[src/design/tdc_pkg.sv]
package tdc_pkg;

	// field widths
	localparam int TEMP_WIDTH  = 12;
	localparam int TARGET_STEP = 8;
	localparam int MARGIN_W    = 11;
	localparam int DELAY_W     = 31;
	localparam int TIME_W      = 32;
	localparam int MODE_W      = 3;
	localparam int BUTTON_W    = 2;
	localparam int ADDR_W      = 4;
	localparam int DATA_W      = 32;

	// deadband bounds hold target +/- margin without wrap
	localparam int BOUND_W = ((TEMP_WIDTH > MARGIN_W + 1) ? TEMP_WIDTH : MARGIN_W + 1) + 1;

	// register reset values
	localparam logic [MARGIN_W-1:0]          MARGIN_RST = MARGIN_W'(16);
	localparam logic [DELAY_W-1:0]           DELAY_RST  = DELAY_W'(180000);
	localparam logic signed [TEMP_WIDTH-1:0] TARGET_RST = TEMP_WIDTH'(400);

	// register map, word index
	localparam logic [1:0] REG_MARGIN      = 2'd0;
	localparam logic [1:0] REG_DELAY       = 2'd1;
	localparam logic [1:0] REG_INIT_TARGET = 2'd2;

	// button codes
	localparam logic [BUTTON_W-1:0] BTN_UP   = BUTTON_W'(1);
	localparam logic [BUTTON_W-1:0] BTN_DOWN = BUTTON_W'(2);

	typedef enum logic [MODE_W-1:0] {
		ST_IDLE      = 3'd0,
		ST_INIT_HOT  = 3'd1,
		ST_WAIT_HOT  = 3'd2,
		ST_COOLING   = 3'd3,
		ST_INIT_COLD = 3'd4,
		ST_WAIT_COLD = 3'd5,
		ST_HEATING   = 3'd6
	} ctrl_state_t;

	typedef struct packed {
		logic [MARGIN_W-1:0] margin;
		logic [DELAY_W-1:0]  delay;
	} cfg_t;

	typedef struct packed {
		logic                         cooler;
		logic                         heater;
		logic                         hot_warn;
		logic                         cold_warn;
		logic [MODE_W-1:0]            mode;
		logic signed [TEMP_WIDTH-1:0] target;
	} result_t;

endpackage

[src/design/thermostat_delay_deadband_control_core.sv]
// pipeline: a word accepted into the input register steps the controller and is presented from the result register
// throughput: one word per cycle while out_ready stays high; a held result stalls both stages
// the controller state updates when a word moves from the input register to the result register
// reset: asynchronous, active low; idle state, target 400, latches, delay start and
// registers back to their reset values, both pipeline stages empty
module thermostat_delay_deadband_control_core
	import tdc_pkg::*;
(
	input  logic                         clk,
	input  logic                         arst_n,
	input  logic                         psel,
	input  logic                         penable,
	input  logic                         pwrite,
	input  logic [ADDR_W-1:0]            paddr,
	input  logic [DATA_W-1:0]            pwdata,
	output logic [DATA_W-1:0]            prdata,
	output logic                         pready,
	input  logic                         in_valid,
	output logic                         in_ready,
	input  logic signed [TEMP_WIDTH-1:0] temperature,
	input  logic [BUTTON_W-1:0]          button,
	input  logic [TIME_W-1:0]            now_ms,
	output logic                         out_valid,
	input  logic                         out_ready,
	output logic                         cooler_drive,
	output logic                         heater_drive,
	output logic                         hot_warning,
	output logic                         cold_warning,
	output logic [MODE_W-1:0]            mode,
	output logic signed [TEMP_WIDTH-1:0] target_now
);

	cfg_t                         cfg;
	result_t                      res;
	result_t                      res_s2;
	logic                         valid_s1, valid_s2;
	logic signed [TEMP_WIDTH-1:0] temperature_s1;
	logic [BUTTON_W-1:0]          button_s1;
	logic [TIME_W-1:0]            now_ms_s1;
	logic                         s1_fire;

	assign pready = 1'b1;

	tdc_regs u_regs (
		.clk     (clk),
		.arst_n  (arst_n),
		.psel    (psel),
		.penable (penable),
		.pwrite  (pwrite),
		.paddr   (paddr),
		.pwdata  (pwdata),
		.prdata  (prdata),
		.cfg     (cfg)
	);

	// stage handshake
	assign s1_fire  = valid_s1 && (!valid_s2 || out_ready);
	assign in_ready = !valid_s1 || s1_fire;

	// input register
	always_ff @(posedge clk or negedge arst_n) begin
		if (!arst_n) begin
			valid_s1 <= 1'b0;
		end else if (in_ready) begin
			valid_s1 <= in_valid;
		end
	end

	always_ff @(posedge clk) begin
		if (in_valid && in_ready) begin
			temperature_s1 <= temperature;
			button_s1      <= button;
			now_ms_s1      <= now_ms;
		end
	end

	tdc_core u_core (
		.clk         (clk),
		.arst_n      (arst_n),
		.step_en     (s1_fire),
		.temperature (temperature_s1),
		.button      (button_s1),
		.now_ms      (now_ms_s1),
		.cfg         (cfg),
		.res         (res)
	);

	// result register
	always_ff @(posedge clk or negedge arst_n) begin
		if (!arst_n) begin
			valid_s2 <= 1'b0;
		end else if (s1_fire) begin
			valid_s2 <= 1'b1;
		end else if (out_ready) begin
			valid_s2 <= 1'b0;
		end
	end

	always_ff @(posedge clk) begin
		if (s1_fire) begin
			res_s2 <= res;
		end
	end

	assign out_valid    = valid_s2;
	assign cooler_drive = res_s2.cooler;
	assign heater_drive = res_s2.heater;
	assign hot_warning  = res_s2.hot_warn;
	assign cold_warning = res_s2.cold_warn;
	assign mode         = res_s2.mode;
	assign target_now   = res_s2.target;

endmodule

[src/design/tdc_regs.sv]
module tdc_regs
	import tdc_pkg::*;
(
	input  logic              clk,
	input  logic              arst_n,
	input  logic              psel,
	input  logic              penable,
	input  logic              pwrite,
	input  logic [ADDR_W-1:0] paddr,
	input  logic [DATA_W-1:0] pwdata,
	output logic [DATA_W-1:0] prdata,
	output cfg_t              cfg
);

	logic [MARGIN_W-1:0]          margin_q;
	logic [DELAY_W-1:0]           delay_q;
	logic signed [TEMP_WIDTH-1:0] init_target_q;
	logic                         wr_en;
	logic [1:0]                   reg_idx;

	assign wr_en   = psel && penable && pwrite;
	assign reg_idx = paddr[3:2];

	// register writes
	always_ff @(posedge clk or negedge arst_n) begin
		if (!arst_n) begin
			margin_q      <= MARGIN_RST;
			delay_q       <= DELAY_RST;
			init_target_q <= TARGET_RST;
		end else if (wr_en) begin
			case (reg_idx)
				REG_MARGIN:      margin_q      <= pwdata[MARGIN_W-1:0];
				REG_DELAY:       delay_q       <= pwdata[DELAY_W-1:0];
				REG_INIT_TARGET: init_target_q <= pwdata[TEMP_WIDTH-1:0];
				default: ;
			endcase
		end
	end

	// read mux
	always_comb begin
		case (reg_idx)
			REG_MARGIN:      prdata = DATA_W'(margin_q);
			REG_DELAY:       prdata = DATA_W'(delay_q);
			REG_INIT_TARGET: prdata = DATA_W'(init_target_q);
			default:         prdata = '0;
		endcase
	end

	assign cfg.margin = margin_q;
	assign cfg.delay  = delay_q;

endmodule

[src/design/tdc_core.sv]
module tdc_core
	import tdc_pkg::*;
(
	input  logic                         clk,
	input  logic                         arst_n,
	input  logic                         step_en,
	input  logic signed [TEMP_WIDTH-1:0] temperature,
	input  logic [BUTTON_W-1:0]          button,
	input  logic [TIME_W-1:0]            now_ms,
	input  cfg_t                         cfg,
	output result_t                      res
);

	localparam logic signed [TEMP_WIDTH:0] TMAX_EXT = (TEMP_WIDTH+1)'((1 << (TEMP_WIDTH-1)) - 1);
	localparam logic signed [TEMP_WIDTH:0] TMIN_EXT = -(TEMP_WIDTH+1)'(1 << (TEMP_WIDTH-1));
	localparam logic signed [TEMP_WIDTH:0] STEP_EXT = (TEMP_WIDTH+1)'(TARGET_STEP);

	ctrl_state_t                  state_q, state_d;
	logic signed [TEMP_WIDTH-1:0] target_q, target_d;
	logic [TIME_W-1:0]            start_q, start_d;
	logic                         cooler_q, cooler_d;
	logic                         heater_q, heater_d;
	logic                         hot_warn_q, hot_warn_d;
	logic                         cold_warn_q, cold_warn_d;

	logic signed [TEMP_WIDTH:0]   tgt_ext, tgt_up, tgt_dn;
	logic signed [BOUND_W-1:0]    tgt_b, margin_b, temp_b, hi, lo;
	logic [TIME_W-1:0]            elapsed;
	logic                         delay_done;

	// target step with saturation
	always_comb begin
		tgt_ext = {target_q[TEMP_WIDTH-1], target_q};
		tgt_up  = tgt_ext + STEP_EXT;
		tgt_dn  = tgt_ext - STEP_EXT;
		case (button)
			BTN_UP:   target_d = (tgt_up > TMAX_EXT) ? TMAX_EXT[TEMP_WIDTH-1:0]
			                                         : tgt_up[TEMP_WIDTH-1:0];
			BTN_DOWN: target_d = (tgt_dn < TMIN_EXT) ? TMIN_EXT[TEMP_WIDTH-1:0]
			                                         : tgt_dn[TEMP_WIDTH-1:0];
			default:  target_d = target_q;
		endcase
	end

	// deadband bounds around the updated target
	always_comb begin
		tgt_b    = $signed({{(BOUND_W-TEMP_WIDTH){target_d[TEMP_WIDTH-1]}}, target_d});
		margin_b = $signed({{(BOUND_W-MARGIN_W){1'b0}}, cfg.margin});
		temp_b   = $signed({{(BOUND_W-TEMP_WIDTH){temperature[TEMP_WIDTH-1]}}, temperature});
		hi       = tgt_b + margin_b;
		lo       = tgt_b - margin_b;
	end

	// delay expired, a negative elapsed time counts as expired
	assign elapsed    = now_ms - start_q;
	assign delay_done = elapsed[TIME_W-1] || (elapsed[TIME_W-2:0] > cfg.delay);

	// state actions
	always_comb begin
		start_d     = start_q;
		cooler_d    = cooler_q;
		heater_d    = heater_q;
		hot_warn_d  = hot_warn_q;
		cold_warn_d = cold_warn_q;
		case (state_q)
			ST_INIT_HOT: begin
				start_d    = now_ms;
				hot_warn_d = 1'b1;
			end
			ST_WAIT_HOT, ST_WAIT_COLD: ;
			ST_COOLING: begin
				hot_warn_d = 1'b0;
				cooler_d   = 1'b1;
			end
			ST_INIT_COLD: begin
				start_d     = now_ms;
				cold_warn_d = 1'b1;
			end
			ST_HEATING: begin
				cold_warn_d = 1'b0;
				heater_d    = 1'b1;
			end
			default: begin
				start_d     = '0;
				cooler_d    = 1'b0;
				heater_d    = 1'b0;
				hot_warn_d  = 1'b0;
				cold_warn_d = 1'b0;
			end
		endcase
	end

	// next state
	always_comb begin
		state_d = state_q;
		case (state_q)
			ST_INIT_HOT: state_d = ST_WAIT_HOT;
			ST_WAIT_HOT: begin
				if (temp_b <= hi) state_d = ST_IDLE;
				else if (delay_done) state_d = ST_COOLING;
			end
			ST_COOLING: begin
				if (temp_b <= lo) state_d = ST_IDLE;
			end
			ST_INIT_COLD: state_d = ST_WAIT_COLD;
			ST_WAIT_COLD: begin
				if (temp_b >= lo) state_d = ST_IDLE;
				else if (delay_done) state_d = ST_HEATING;
			end
			ST_HEATING: begin
				if (temp_b >= hi) state_d = ST_IDLE;
			end
			default: begin
				if (temp_b > hi) state_d = ST_INIT_HOT;
				else if (temp_b < lo) state_d = ST_INIT_COLD;
				else state_d = ST_IDLE;
			end
		endcase
	end

	// controller state
	always_ff @(posedge clk or negedge arst_n) begin
		if (!arst_n) begin
			state_q     <= ST_IDLE;
			target_q    <= TARGET_RST;
			start_q     <= '0;
			cooler_q    <= 1'b0;
			heater_q    <= 1'b0;
			hot_warn_q  <= 1'b0;
			cold_warn_q <= 1'b0;
		end else if (step_en) begin
			state_q     <= state_d;
			target_q    <= target_d;
			start_q     <= start_d;
			cooler_q    <= cooler_d;
			heater_q    <= heater_d;
			hot_warn_q  <= hot_warn_d;
			cold_warn_q <= cold_warn_d;
		end
	end

	// result word for this tick
	assign res.cooler    = cooler_d;
	assign res.heater    = heater_d;
	assign res.hot_warn  = hot_warn_d;
	assign res.cold_warn = cold_warn_d;
	assign res.mode      = state_d;
	assign res.target    = target_d;

	// cooler and heater never drive together
	a_drive_excl: assert property (@(posedge clk) disable iff (!arst_n)
		!(cooler_q && heater_q))
		else $error("cooler and heater both on");

	// waiting out the hot delay always shows the hot warning
	a_wait_hot_warn: assert property (@(posedge clk) disable iff (!arst_n)
		(state_q == ST_WAIT_HOT) |-> hot_warn_q)
		else $error("wait hot without hot warning");

	// cooling path carries nothing from the cold side
	a_cool_clean: assert property (@(posedge clk) disable iff (!arst_n)
		(state_q == ST_COOLING) |-> (!heater_q && !cold_warn_q))
		else $error("cold side latch set while cooling");

endmodule
[config.mk]
export PLATFORM = sky130hd
export DESIGN_NAME = thermostat_delay_deadband_control_core
export DESIGN_NICKNAME = d
export VERILOG_FILES = /design/src/design/tdc_pkg.sv /design/src/design/thermostat_delay_deadband_control_core.sv /design/src/design/tdc_regs.sv /design/src/design/tdc_core.sv
export SDC_FILE = /design/constraint.sdc
export NUM_CORES = 1
export LEC_CHECK = 0
export ABC_AREA = 1
export BUFFER_PORTS_ARGS = -buffer_cell sky130_fd_sc_hd__buf_2
export CAP_MARGIN = 15
export CORE_MARGIN = 2
export CORE_UTILIZATION = 55
export CTS_CLUSTER_SIZE = 16
export DETAILED_ROUTE_END_ITERATION = 10
export PLACE_DENSITY = 0.76
export SLEW_MARGIN = 20
export SYNTH_ARGS = -nofsm -noshare
export SYNTH_HDL_FRONTEND = slang
export SYNTH_SLANG_ARGS = --single-unit
[constraint.sdc]
create_clock -name clk -period 5.4 [get_ports clk]
set_input_delay 1.08 -clock clk [delete_from_list [all_inputs] [get_ports clk]]
set_output_delay 1.08 -clock clk [all_outputs]
set_load 0.05 [all_outputs]
==> results of run 1 <==
sequential cells by signal, indices dropped and copies added, names as in the netlist, 2 cells and up:
| name | cells |
|---|---|
| target_now | 12 |
| button_s1 | 2 |
| now_ms_s1 | 32 |
| u_core.start_q | 32 |
| u_core.target_q | 12 |
| u_regs.init_target_q | 12 |
| mode | 3 |
| u_core.state_q | 3 |
| u_regs.delay_q | 31 |
| temperature_s1 | 12 |
| u_regs.margin_q | 11 |
layout make-up:
class                           instances  area, µm²
Tap cell                              270        338
Multi-Input combinational cell        998       6040
Clock buffer                           18        439
Sequential cell                       172       4650
Clock inverter                         14        125
Inverter                              210        790
Fill cell                            1753       7230
Timing Repair Buffer                  155        821
layer usage:
metal	wire length [µm]	share of wire (%)	track usage [%]	up-vias
met5	0	0	0	-
met4	934	3.3	10.4	0
met3	1520	5.4	3.76	63
met2	13400	48	43.8	311
met1	12300	44	34.1	4602
li1	-	-	-	4952
synthesized netlist by cell type (3+ instances only):
master    number  area [µm²]
a21o_1         7        52.6
a21oi_1       96         480
a31oi_1        5        31.3
and3_1         4        25.0
buf_2         11        55.1
buf_4          3        22.5
clkbuf_1      23        86.3
dfrtp_1       91        2280
dfstp_2       16         420
edfxtp_1      65        1950
fa_1           3        60.1
ha_1         115        1440
inv_1        202         758
inv_2          8        30.0
nand2_1      320        1200
nand2_2       12        75.1
nand3_1       84         420
nand3_2        5        50.1
nand4_1       21         131
nor2_1        78         293
nor2_2         3        18.8
nor3_1         5        25.0
o211ai_1      14         105
o21a_1         4        30.0
o21ai_0      120         601
o21ai_1        6        30.0
o21ai_2        4        35.0
o21bai_1       8        60.1
xnor2_1       13         114
xor2_1        41         359
repair_timing:
action	in CTS	in global routing
gates resized for setup	0	34
hold endpoints to repair	0	0
setup buffers	0	1
endpoints found under the setup margin	0	6
critical path: cells and delay by family (launching register included):
family | cells | cell delay (ns)
and+or+nand+nor | 16 | 1.76
buffers and inverters | 3 | 0.26
AOI/OAI and AO/OA | 7 | 1.33
DFF | 1 | 0.59
adders and majority gates | 3 | 0.91
metrics by stage:
| step | setup WS, ns | instance area [µm²] | utilization [%] | power, mW | TNS [ns] |
|---|---|---|---|---|---|
| floorplan | 0.963 | 11500 | - | 5.04 | 0 |
| global placement | 0.196 | 12500 | 61.2 | 5.91 | 0 |
| detailed placement | 0.162 | 12500 | 61.2 | 6.02 | 0 |
| CTS | 0.0464 | 13100 | 64.0 | 7.25 | 0 |
| global route | -0.0347 | 13200 | 64.6 | 8.00 | -0.128 |
| finish | 0.288 | 13200 | 64.6 | 7.34 | 0 |
cells by family (layout without fill, tap and decap cells):
logic type	after synthesis	count (layout)	synth area share [%]
flops	172	172	40.3
compound gates	279	279	13.5
fa+ha+maj	118	118	13.0
simple gates	546	546	20.6
xor+xnor	54	54	4.10
other cells	1	1	0.0325
buf+inv	250	397	8.42
power by group through the flow:
stage	clock network [mW]	logic, mW	registers, mW
3_5_place_dp	0	4.06	1.96
2_1_floorplan	0	3.00	2.04
4_1_cts	1.22	4.10	1.94
3_3_place_gp	0	3.96	1.95
6_report	1.20	4.20	1.94
5_1_grt	1.28	4.75	1.98
worst max path at each step:
stage                                         end  slack (ns)  depth (start not counted)
global route                    mode[2]$_DFFE_PP_       -0.03                         32
floorplan                       mode[0]$_DFFE_PP_        0.96                         30
detailed placement  u_core.state_q[0]$_DFFE_PN0P_        0.16                         32
global placement                mode[0]$_DFFE_PP_        0.20                         32
CTS                 u_core.state_q[0]$_DFFE_PN0P_        0.05                         32
finish                          mode[1]$_DFFE_PP_        0.29                         29
==> reports/qor.csv, run 1 <==
stage,metric,value,unit
critical_path,slowest CP cell,dfstp_2,
finish,# diodes,0,
logic_synthesis,prevailing post-synth register cell,dfrtp_1,
finish,share of layout cells above drive strength 1,17.3,%
critical_path,CP Class,reg2reg,
timing,Tcrit/Tclk final,94.7,%
finish,Total Nets Final,1761,
drt,DR vias,9928,
clock_tree,cts hold-fix bufs,0,
logic_synthesis,"Async S/R FF share, synth",62.2,%
die,die area,22200,µm²
global_routing,total grt overflow,0,
clock_tree,clock tree sinks,172,
critical_path,Crit path arrival time,5.31,ns
power,Net Sw Power,3.51,mW
timing,Final setup viols,0,
timing,maximum clock rate,196,MHz
power,Max VDD drop,237,µV
logic_synthesis,Yosys warnings,0,
power,Seq pwr share,26.4,%
logic_synthesis,Netlist Area Pre-Place,11500,µm²
global_routing,GRT Util Overall,26.0,%
timing,"Slew Viols, Final",0,
finish,"most common cell after layout, fill and taps aside",nand2_1,
timing,Min Hold Slack,0.486,ns
clock_tree,worst-skew pair later-pin latency,0.44,ns
die,initial core utilization,56.5,%
die,Die H,149,µm
global_routing,initial antenna violation count,0,
timing,Worst slew margin,27.4,%
drt,DRC Markers,0,
global_routing,pin count of the biggest net entering global routing,75,
finish,Non-Filler Instances,1837,
logic_synthesis,syn_area_per_cell,8.12,µm²
critical_path,element type at the critical path end,register,
critical_path,Worst R2R End,mode[1]$_DFFE_PP_,
clock_tree,CTS tree,yes,
clock_tree,CTS Buf Count,17,
timing,minimum clock period,5.11,ns
place,# placed instances,1804,
power,internal power,3.83,mW
clock_tree,clock root buffer,clkbuf_16,
critical_path,worst r2r path cells,29,
place,post-DP HPWL,21.1,mm
worst_hold_path,Hold Startpoint,u_regs.init_target_q[11]$_DFFE_PN0P_,
die,Die W,149,µm
drt,Post-Route WL,28.2,mm
power,P_leak,6.62,nW
worst_hold_path,Hold Path Stages,2,
die,Core ar.,20400,µm²
finish,most frequent cells in the layout,"nand2_1 (317), inv_1 (199), buf_2 (137)",
timing,worst-margin pin slew,1.09,ns
die,Ports,143,
critical_path,internal reg-to-reg setup slack,0.29,ns
critical_path,CP max FO,6,
logic_synthesis,"FF+latch count, synth",172,
timing,Setup Skew,0.0140,ns
place,Routability Congestion,0.894,
power,Clk network pwr share,16.4,%
logic_synthesis,Syn Nets,1627,
drt,Via density,5.40,
critical_path,startpoint types,register,
critical_path,Worst R2R Start,u_core.target_q[4]$_DFFE_PN1P_,
drt,1st-pass router iterations,5,
drt,DR WL/cell,15.4,µm
logic_synthesis,Synth Instances,1420,
logic_synthesis,"Distinct cells, synth",54,
timing,"Hold Violations, Final",0,
drt,post-route ant nets,0,
global_routing,vias in the first global route,9409,
job,Max Cap Viol,0,
place,I/O Buffers,138,
worst_hold_path,Hold Path Sink,u_regs.init_target_q[11]$_DFFE_PN0P_,
global_routing,global-route wire length before repair,45.6,mm
drt,1st-iter DRT viols,594,
outcome,status,finished clean,
critical_path,worst setup path start,u_core.target_q[4]$_DFFE_PN1P_,
critical_path,worst path required time,5.60,ns
clock_tree,CTS max path bufs,2,
logic_synthesis,post-synthesis sequential area ratio,40.3,%
worst_hold_path,HP Class,reg2reg,
critical_path,Critical Path Max Stage Delay,0.59,ns
logic_synthesis,Post-synth EDFFs,65,
finish,Layout area overhead,14.4,%
clock_tree,CTS H-Tree Depth,4,
clock_tree,Clock transition at path regs,0.07,ns
power,switching share of power,47.8,%
die,row cnt,52,
power,Power Dens Cells,556,nW/µm²
power,Comb pwr share,57.2,%
No activity file was read; power rests on OpenSTA's default activity.
==> run 2: changes to the inputs <==
BUFFER_PORTS_ARGS = -buffer_cell sky130_fd_sc_hd__buf_4   (was -buffer_cell sky130_fd_sc_hd__buf_2)
==> run 2 against run 1 <==
  * Clock-buffer cell count did not move
  * Sequential share of layout area is 1.1 points lower
  * Design area is 3.2% higher
  * Combinational power increased by 3%
  * Sequential cell count unchanged
==> reports/qor.csv, run 2 (synthesis results as in run 1) <==
stage,metric,value,unit,change
clock_tree,CTS tree,yes,,
die,Die H,149,µm,unchanged
worst_hold_path,HP Class,reg2reg,,
timing,minimum clock period,5.11,ns,-0.00254 ns
clock_tree,clock tree sinks,172,,unchanged
die,row cnt,52,,unchanged
finish,Total Nets Final,1763,,+0.11%
drt,DR vias,9932,,+0.040%
drt,post-route ant nets,0,,unchanged
timing,worst-margin pin slew,0.943,ns,-0.144 ns
worst_hold_path,Hold Path Stages,2,,unchanged
global_routing,pin count of the biggest net entering global routing,73,,-2.7%
timing,Worst slew margin,37.2,%,+9.8 points
global_routing,GRT Util Overall,26.9,%,+0.88 points
timing,Setup Skew,0.0130,ns,-0.000968 ns
critical_path,CP Class,reg2reg,,
critical_path,worst r2r path cells,30,,+3.4%
finish,Layout Utilization,66.7,%,+2.1 points
critical_path,startpoint types,register,,
clock_tree,clock root buffer,clkbuf_16,,
critical_path,slowest CP cell,dfstp_2,,
clock_tree,cts hold-fix bufs,0,,unchanged
die,Ports,143,,unchanged
critical_path,Crit path arrival time,5.31,ns,about the same
drt,Post-Route WL,29.1,mm,+3.0%
timing,"Slew Viols, Final",0,,unchanged
finish,top flop regs,"now_ms_s1 (32), u_core.start_q (32), u_regs.delay_q (31)",,
critical_path,Most common cell on crit path,nand2_1,,
global_routing,initial antenna violation count,0,,unchanged
timing,maximum clock rate,196,MHz,about the same
drt,DR WL/cell,15.8,µm,+2.9%
drt,DRC Markers,0,,unchanged
critical_path,worst path required time,5.60,ns,about the same
job,Max Cap Viol,0,,unchanged
timing,Tcrit/Tclk final,94.6,%,about the same
finish,Non-Filler Instances,1839,,+0.11%
power,Max VDD drop,245,µV,+3.2%
power,Pwr Total,7.51,mW,+2.3%
power,Power Dens Cells,551,nW/µm²,-0.86%
timing,Final setup viols,0,,unchanged
die,Core ar.,20400,µm²,unchanged
die,initial core utilization,56.5,%,unchanged
finish,# diodes,0,,unchanged
clock_tree,Clock transition at path regs,0.08,ns,about the same
critical_path,Critical Path Max Stage Delay,0.59,ns,about the same
finish,"most common cell after layout, fill and taps aside",nand2_1,,
critical_path,element type at the critical path end,register,,
clock_tree,worst-skew pair later-pin latency,0.45,ns,about the same
drt,Via density,5.40,,about the same
timing,Final WS setup,0.290,ns,+0.00254 ns
place,I/O Buffers,138,,unchanged
finish,share of layout cells above drive strength 1,17.6,%,+0.30 points
place,post-DP HPWL,21.5,mm,+1.9%
global_routing,total grt overflow,0,,unchanged
die,die area,22200,µm²,unchanged
place,Routability Congestion,0.916,,+2.5%
drt,1st-iter DRT viols,417,,-30%
power,P_leak,6.74,nW,+1.8%
critical_path,CP max FO,9,,+3
clock_tree,CTS Buf Count,17,,unchanged
finish,Layout area overhead,18.1,%,
finish,most frequent cells in the layout,"nand2_1 (317), inv_1 (199), buf_4 (157)",,
clock_tree,CTS max path bufs,2,,unchanged
global_routing,global-route wire length before repair,46.9,mm,+2.7%
outcome,status,finished clean,,
clock_tree,CTS H-Tree Depth,4,,unchanged
place,# placed instances,1805,,+0.055%
global_routing,vias in the first global route,9747,,+3.6%
drt,1st-pass router iterations,5,,unchanged
timing,"Hold Violations, Final",0,,unchanged
die,Die W,149,µm,unchanged
place,Setup WS pre-CTS,0.129,ns,-0.0323 ns
-- run 2: cell count changes in the layout (fill, tap and decap cells not counted), moves of 2 or more --
| cell | change |
|---|---|
| nand3_2 | +2 |
| nor2_2 | +2 |
| ha_1 | -3 |
| ha_2 | +2 |
| buf_4 | +139 |
| buf_2 | -137 |
| nand3_1 | -2 |
| clkinv_2 | -3 |
| clkinv_8 | +4 |
-- run 2: path summary, 6_finish.rpt --
path	start	endpoint	slack (ns)
max	u_core.target_q[4]$_DFFE_PN1P_	mode[1]$_DFFE_PP_	0.29
min	u_regs.init_target_q[1]$_DFFE_PN0P_	u_regs.init_target_q[1]$_DFFE_PN0P_	0.49
max reg2reg	u_core.target_q[4]$_DFFE_PN1P_	mode[1]$_DFFE_PP_	0.29
min reg2reg	u_regs.init_target_q[1]$_DFFE_PN0P_	u_regs.init_target_q[1]$_DFFE_PN0P_	0.49
max in group asynchronous	arst_n	u_core.target_q[4]$_DFFE_PN1P_	3.51
min in group asynchronous	arst_n	u_regs.margin_q[7]$_DFFE_PN0P_	0.77
-- run 2: layer usage --
metal	vias up	part of all wire, %	global-route usage [%]
met5	-	0	0
met4	0	3.9	13.1
met3	66	4.4	4.13
met2	257	49	45.9
met1	4647	43	33.6
li1	4962	-	-
-- run 2: timing repair --
action                                  4_1_cts  5_1_grt
endpoints found under the hold margin         0        0
buffers inserted                              0        2
gates resized for setup                       0       38
endpoints found under the setup margin        0        6
-- run 2: critical path, delay by kind of cell (launching register included) --
kind | cells | cell delay [ns]
buf+inv | 3 | 0.28
simple gates | 17 | 1.85
xor+xnor | 2 | 0.44
compound gates | 5 | 0.78
fa+ha+maj | 3 | 0.94
flops | 1 | 0.59
-- run 2: metrics by stage --
| step | setup TNS, ns | hold WS, ns | instance area (µm²) |
|---|---|---|---|
| 3_3_place_gp | 0 | 0.466 | 12900 |
| 6_report | 0 | 0.488 | 13600 |
| 3_5_place_dp | 0 | 0.473 | 12900 |
| 5_1_grt | -0.219 | 0.518 | 13600 |
| 4_1_cts | 0 | 0.491 | 13500 |
| 2_1_floorplan | 0 | 0.453 | 11500 |
-- run 2: report_power, final --
part           leakage [nW]  internal (mW)  switching (mW)
Sequential             1.95           1.73           0.213
Combinational          4.51           1.57            2.75
Clock                 0.291          0.627           0.621
-- run 2: area by class of cell --
| class | count | area [µm²] |
|---|---|---|
| fill | 1747 | 6810 |
| multi-input combinational | 998 | 6070 |
| sequential | 172 | 4650 |
| timing repair buffer | 157 | 1180 |
| inverter | 210 | 790 |
| clock buffer | 18 | 429 |
| tap | 270 | 338 |
| clock inverter | 14 | 173 |
